<file path="src/design/bfei_pkg.sv">
`timescale 1ns / 1ps

package bfei_pkg;

	localparam int STORE_BYTES    = 4096;
	localparam int MAX_FIELD_BITS = 32;

	localparam int BYTE_W      = 8;
	localparam int BIT_ADDR_W  = 15;
	localparam int FIELD_W_W   = 6;
	localparam int VALUE_W     = 32;
	localparam int OFF_W       = 3;
	localparam int BYTE_ADDR_W = $clog2(STORE_BYTES);
	localparam int COUNT_W     = $clog2(MAX_FIELD_BITS + 1);

	typedef logic [BYTE_ADDR_W-1:0] baddr_t;
	typedef logic [COUNT_W-1:0]     count_t;

	typedef enum logic {
		FUNC_EXTRACT = 1'b0,
		FUNC_INSERT  = 1'b1
	} func_t;

	typedef enum logic [1:0] {
		ST_IDLE,
		ST_READ,
		ST_MERGE,
		ST_FINISH
	} state_t;

	// controller -> datapath
	typedef struct packed {
		logic load;    // capture the accepted request
		logic rd;      // read the current byte
		logic step;    // merge read byte, write back on insert, advance
		logic finish;  // load the result register
	} cmd_t;

	// datapath -> controller
	typedef struct packed {
		logic n_zero;     // no field bits left
		logic is_insert;  // current request is an insert
	} sts_t;

endpackage

</file>
<file path="src/design/bfei_ctrl.sv">
`timescale 1ns / 1ps

module bfei_ctrl (
	input  logic             clk,
	input  logic             arst_n,
	input  logic             in_valid,
	output logic             in_ready,
	output logic             out_valid,
	input  logic             out_ready,
	input  bfei_pkg::sts_t   sts,
	output bfei_pkg::cmd_t   cmd
);

	bfei_pkg::state_t state_q, state_d;
	logic             out_valid_q;

	always_ff @(posedge clk or negedge arst_n) begin
		if (!arst_n) begin
			state_q     <= bfei_pkg::ST_IDLE;
			out_valid_q <= 1'b0;
		end else begin
			state_q <= state_d;
			if (cmd.finish) begin
				out_valid_q <= 1'b1;
			end else if (out_ready) begin
				out_valid_q <= 1'b0;
			end
		end
	end

	always_comb begin
		state_d  = state_q;
		cmd      = '0;
		in_ready = 1'b0;
		case (state_q)
			bfei_pkg::ST_IDLE: begin
				in_ready = 1'b1;
				if (in_valid) begin
					cmd.load = 1'b1;
					state_d  = bfei_pkg::ST_READ;
				end
			end
			bfei_pkg::ST_READ: begin
				if (sts.n_zero) begin
					state_d = bfei_pkg::ST_FINISH;
				end else begin
					cmd.rd  = 1'b1;
					state_d = bfei_pkg::ST_MERGE;
				end
			end
			bfei_pkg::ST_MERGE: begin
				cmd.step = 1'b1;
				state_d  = bfei_pkg::ST_READ;
			end
			bfei_pkg::ST_FINISH: begin
				// hold until the result register is free
				if (!out_valid_q || out_ready) begin
					cmd.finish = 1'b1;
					state_d    = bfei_pkg::ST_IDLE;
				end
			end
			default: begin
				state_d = bfei_pkg::ST_IDLE;
			end
		endcase
	end

	assign out_valid = out_valid_q;

endmodule

</file>
<file path="config.mk">
export PLATFORM = sky130hd
export DESIGN_NAME = bfei_ctrl
export DESIGN_NICKNAME = d
export VERILOG_FILES = /design/src/design/bfei_pkg.sv /design/src/design/bfei_ctrl.sv
export SDC_FILE = /design/constraint.sdc
export NUM_CORES = 1
export LEC_CHECK = 0
export ABC_AREA = 1
export BUFFER_PORTS_ARGS = -buffer_cell sky130_fd_sc_hd__buf_2
export CORE_AREA = 2 2 39 41
export DETAILED_ROUTE_END_ITERATION = 12
export DIE_AREA = 0 0 41 43
export PLACE_DENSITY_LB_ADDON = 0.25
export SYNTH_ARGS = -nofsm -noshare
export SYNTH_HDL_FRONTEND = slang
export SYNTH_SLANG_ARGS = --single-unit
</file>
<file path="constraint.sdc">
create_clock -name clk -period 1.1 [get_ports clk]
set_input_delay 0.055 -clock clk [delete_from_list [all_inputs] [get_ports clk]]
set_output_delay 0.055 -clock clk [all_outputs]
set_load 0.005 [all_outputs]
</file>
======== Word level (Yosys, flattened, before mapping) ========
Index checks and enable logic that the tools add are counted.
W data, S select, Z words.
storage, ports and cells
  flip-flop bits (word level) ............. 3
  input bits .............................. 6
  output and inout bits ................... 6
  logic and storage cells ................. 26
operators by class
  equal/unequal tests ..................... 5
  muxes and demuxes ....................... 14
  reductions and logical operators ........ 5
operator list
  cell                  number
  $mux W1               11
  $pmux W2 S4           1
  $eq A2 B2 Y1 const B  2
  $mux W2               2
  $ne A2 B2 Y1 const B  2
  $eq A2 B1 Y1 const B  1
  $logic_not A2 Y1      1
  $reduce_and A2 Y1     1
  $reduce_bool A2 Y1    1
  $logic_not A1 Y1      1
  $logic_or A1 B1 Y1    1

======== Longest topological paths before layout ========
  depth after elaboration ................. 5
  gate-level depth with buffers ........... 5
  depth with buffers taken out ............ 4

======== Worst setup path before layout ========
OpenSTA, ideal clock, no wires.
  kind .................................... reg-to-reg
  start ................................... reg state_q[1]
  end ..................................... reg state_q[0]
  library setup time ...................... 0.117 ns
  arrival ................................. 0.729 ns
  required time ........................... 0.983 ns
  setup slack ............................. 0.254 ns
  cell stages (with the launch flop) ...... 6
  buffers on the path ..................... 1
  period minus slack after synthesis ...... 0.846 ns
  path through ............................ dfrtp_1 -> buf_2 -> nor2_4 -> nand2_1 -> nand2_1 -> nand2_1
on the way
  cells in the longest elaborated chain, start to end .. 3
  elaborated cells between the ends (all ways) .. 8
  those cells by class .................... 5 x eq/ne; 1 x mux; 2 x reduce/logical
RTL lines
  item                                                     RTL line         text
  start, declared                                          bfei_ctrl.sv:14  bfei_pkg::state_t state_q, state_d;
  start signal, assigned                                   bfei_ctrl.sv:19  state_q <= bfei_pkg::ST_IDLE;
  start signal, assigned                                   bfei_ctrl.sv:22  state_q <= state_d;
  $eq A2 B2 Y1 / $logic_not A2 Y1 (equally long branches)  bfei_ctrl.sv:35  case (state_q)
  $ne A2 B2 Y1 (no source line)                            --
  $reduce_and A2 Y1 (no source line)                       --
Parallel ways exist; a longest one is shown, timed or not.
A chain may end at the register's enable or synchronous reset.

==> results_tabular.tex <==
\begin{tabular}{lr}
\hline
Metric & Value \\
\hline
\multicolumn{2}{l}{\textbf{Min path}} \\
\quad Worst hold path stage count & 4 \\
\quad Worst Hold End & state\_q[0]\$\_DFFE\_PN0P\_ \\
\quad Kind of path behind the tightest hold check & in -> reg \\
\quad Worst Min Path Start & out\_ready \\
\multicolumn{2}{l}{\textbf{Synth}} \\
\quad Synth top area cells & sky130\_fd\_sc\_hd\_\_dfrtp\_1 (42\%), sky130\_fd\_sc\_hd\_\_inv\_1 (13\%), sky130\_fd\_sc\_hd\_\_nand2\_1 (11\%) \\
\quad Net count after synthesis & 30 \\
\quad Syn Inst Count & 24 \\
\quad Post-synthesis sequential element count & 3 \\
\quad Yosys cell types & 11 \\
\quad Proportion of synthesized chip area in sequential cells & 42.3\% \\
\quad Synth area leader & sky130\_fd\_sc\_hd\_\_dfrtp\_1 \\
\quad Post-synthesis instance area & around 180 um\^{}2 \\
\quad Average cell area after synthesis & approximately 7.4 um\^{}2 \\
\quad Number of warnings reported in the yosys synthesis log & 0 \\
\quad Portion of synthesized cell area occupied by the leading cell type & a little over two fifths \\
\multicolumn{2}{l}{\textbf{Timing}} \\
\quad Worst-Margin Slew & 202 ps \\
\quad Final setup viols & 0 \\
\quad Final period utilization & between 90\% and 100\% \\
\quad Worst hold margin & 105 ps \\
\quad Remaining max-slew budget at the tightest pin & 86.5\% \\
\quad RSZ-0062 raised after global routing & true \\
\quad Largest clock skew in the final design & approximately 0.67 ps \\
\quad Minimum setup slack in the final design & 32.6 ps \\
\quad Final hold violation count & 0 \\
\quad F\_max & 937 MHz \\
\quad Final critical delay including setup and external delays & around 1100 ps \\
\quad Final Slew Violations & 0 \\
\multicolumn{2}{l}{\textbf{Global routing}} \\
\quad Initial antenna violation count & 0 \\
\quad Number of global-route vias before repair & 206 \\
\quad Pin count of the biggest net entering global routing & 9 \\
\quad Tot GR Track Use & 6.73\% \\
\quad Wire length of the first global-routing pass & 752 um \\
\quad GRT overflow & 0 \\
\multicolumn{2}{l}{\textbf{Cells and area}} \\
\quad Number of fill cells in the layout & 158 \\
\quad Final instance area & 289 um\^{}2 \\
\quad Area growth, synth to finish & 62.7\% \\
\quad Most common cell after layout, fill and taps aside & sky130\_fd\_sc\_hd\_\_buf\_2 \\
\quad Commonest non-fill, non-tap cells in the layout & sky130\_fd\_sc\_hd\_\_buf\_2 (10), sky130\_fd\_sc\_hd\_\_nand2\_1 (5), sky130\_fd\_sc\_hd\_\_inv\_1 (5) \\
\quad Net count of the finished layout & 46 \\
\quad Fraction of layout cells with a size suffix above 1 & 51.3\% \\
\quad Diodes inserted & 0 \\
\multicolumn{2}{l}{\textbf{CTS}} \\
\quad CTS tree & done \\
\quad Cell at the root of the clock tree & sky130\_fd\_sc\_hd\_\_clkbuf\_4 \\
\quad Clock-pin transition on the worst setup and hold timing paths & 30 ps \\
\quad Number of buffers added by the clock tree synthesis step & 3 \\
\quad Number of levels in the clock H-tree & 1 \\
\quad Maximum buffer depth of the clock tree & 2 \\
\quad CTS Sinks & 3 \\
\quad Worst-skew pair later-pin latency & 230 ps \\
\multicolumn{2}{l}{\textbf{Die}} \\
\quad Die span in x & roughly 41 um \\
\quad Effective utilization at floorplan & between 10\% and 20\% \\
\quad Ports & 12 \\
\quad Total core area & 1380 um\^{}2 \\
\quad Die Area & 1760 um\^{}2 \\
\quad Placement row count & 14 \\
\quad Vertical die dimension & 43 um \\
\multicolumn{2}{l}{\textbf{Worst setup path}} \\
\quad Critical R2R Launch & state\_q[0]\$\_DFFE\_PN0P\_ \\
\quad R2r worst-path depth & 4 \\
\quad Highest net fanout along the worst path & 8 \\
\quad Setup slack of the most critical reg-to-reg path & 260 ps \\
\quad Kind of launch point of the worst setup path & flip-flop \\
\quad Worst endpoint data arrival time & 1010 ps \\
\quad Worst endpoint required time & 1040 ps \\
\quad Cells traversed along the worst timing path & nor3\_2, buf\_2 \\
\quad Worst r2r dst & state\_q[0]\$\_DFFE\_PN0P\_ \\
\quad Type of the setup path with the least slack & reg -> out \\
\quad Type of element capturing the critical path & output port \\
\quad Cell with the largest stage delay on the worst path & sky130\_fd\_sc\_hd\_\_dfrtp\_2 \\
\quad Slowest cell delay on critical path & about 470 ps \\
\quad Start point of the critical path & state\_q[1]\$\_DFFE\_PN0P\_ \\
\multicolumn{2}{l}{\textbf{Route}} \\
\quad Wire length after detailed routing & between 400 and 500 um \\
\quad Vias per Instance & 3.53 \\
\quad Remaining antenna violation count & 0 \\
\quad Drt drc & 0 \\
\quad Number of search-and-repair iterations in the first detailed-routing pass & 1 \\
\quad Initial DRC count & 0 \\
\quad DR WL/cell & between 7 and 8 um \\
\quad Detailed-route via count & 194 \\
\multicolumn{2}{l}{\textbf{Placed design}} \\
\quad Port-buffer cells & 10 \\
\quad Final weighted congestion in routability-driven placement & between 0.6 and 0.7 \\
\quad Setup WS pre-CTS & between 150 and 200 ps \\
\quad Placement Cell Area & around 240 um\^{}2 \\
\quad Final HPWL from detailed placement & 302 um \\
\multicolumn{2}{l}{\textbf{Flow run}} \\
\quad Reported max-cap violation count & 0 \\
\multicolumn{2}{l}{\textbf{Power and ir drop}} \\
\quad Worst voltage drop across the vdd grid & 0.815 mV \\
\quad Total power divided by cell area & 2700 nW/um\^{}2 \\
\quad Leakage dissipation & 0.000160 uW \\
\multicolumn{2}{l}{\textbf{Status}} \\
\quad Outcome & completed \\
\hline
\end{tabular}
[cell type report]
type,count,area (um^2),share of cell area [%]
well taps,16,20.0,6.93
multi-input cells,14,75.1,26.0
repair buffers,12,67.6,23.4
inverters,6,22.5,7.79
clock buffers,4,26.3,9.09
flip-flops and latches,3,77.6,26.8
[where the power goes]
| part | switching, uW | internal, uW | total [uW] |
|---|---|---|---|
| sequential | 104 | 174 | 278 |
| clock | 54.6 | 136 | 190 |
| combinational | 147 | 165 | 313 |
[cells in the mapped netlist]
cell type	number
sky130_fd_sc_hd__nor3_1	1
sky130_fd_sc_hd__o21ai_1	1
sky130_fd_sc_hd__nor2_1	3
sky130_fd_sc_hd__buf_2	1
sky130_fd_sc_hd__nand2_1	5
sky130_fd_sc_hd__nand3_1	1
sky130_fd_sc_hd__a21oi_2	1
sky130_fd_sc_hd__inv_1	6
sky130_fd_sc_hd__nor3_2	1
sky130_fd_sc_hd__nor2_4	1
sky130_fd_sc_hd__dfrtp_1	3
[cell families (layout without fill, tap and decap cells)]
| family | count (synthesis) | after routing | share of synthesized area (%) |
|---|---|---|---|
| DFF | 3 | 3 | 42.3 |
| AOI/OAI and AO/OA | 2 | 2 | 7.74 |
| and+or+nand+nor | 12 | 12 | 34.5 |
| buffers and inverters | 7 | 22 | 15.5 |
[through the flow]
step,total power (uW),setup TNS [ps],instances,util (%)
6_report,781,0,55,20.9
5_1_grt,867,-64.8,55,20.9
4_1_cts,767,0,54,20.3
3_5_place_dp,555,0,49,17.5
3_3_place_gp,556,0,49,17.5
2_1_floorplan,440,0,24,-
[worst max-delay path by stage]
| stage | slack [ps] | cells past startpoint | to |
|---|---|---|---|
| 6_report | 30 | 2 | cmd[2] |
| 4_1_cts | 20 | 2 | cmd[2] |
| 3_3_place_gp | 180 | 3 | cmd[0] |
| 5_1_grt | -30 | 2 | cmd[2] |
| 2_1_floorplan | 250 | 5 | state_q[0]$_DFFE_PN0P_ |
| 3_5_place_dp | 180 | 3 | cmd[0] |
[metal layers]
| metal | up-vias | global-route usage, % | wire length, um |
|---|---|---|---|
| li1 | 100 | - | - |
| met1 | 81 | 6.75 | 202 |
| met2 | 13 | 8.44 | 133 |
| met3 | 0 | 6.81 | 78 |
| met4 | 0 | 4.00 | 0 |
| met5 | - | 0 | 0 |
[what timing repair did]
action,CTS,global route
setup endpoints to repair,4,3
hold buffers,1,0
resized for setup,2,1
hold endpoints to repair,3,0
setup buffers,0,1
pin swaps,0,0
[state kept, by name (all words and copies together), names as in the netlist]
register	flops
state_q	2
out_valid	1
[worst max-delay path, delay by kind of cell (launching register included)]
| kind | cells | cell delay [ps] |
|---|---|---|
| DFF | 1 | 470 |
| and+or+nand+nor | 1 | 190 |
| buffers and inverters | 1 | 130 |
No activity file was read; power rests on OpenSTA's default activity.
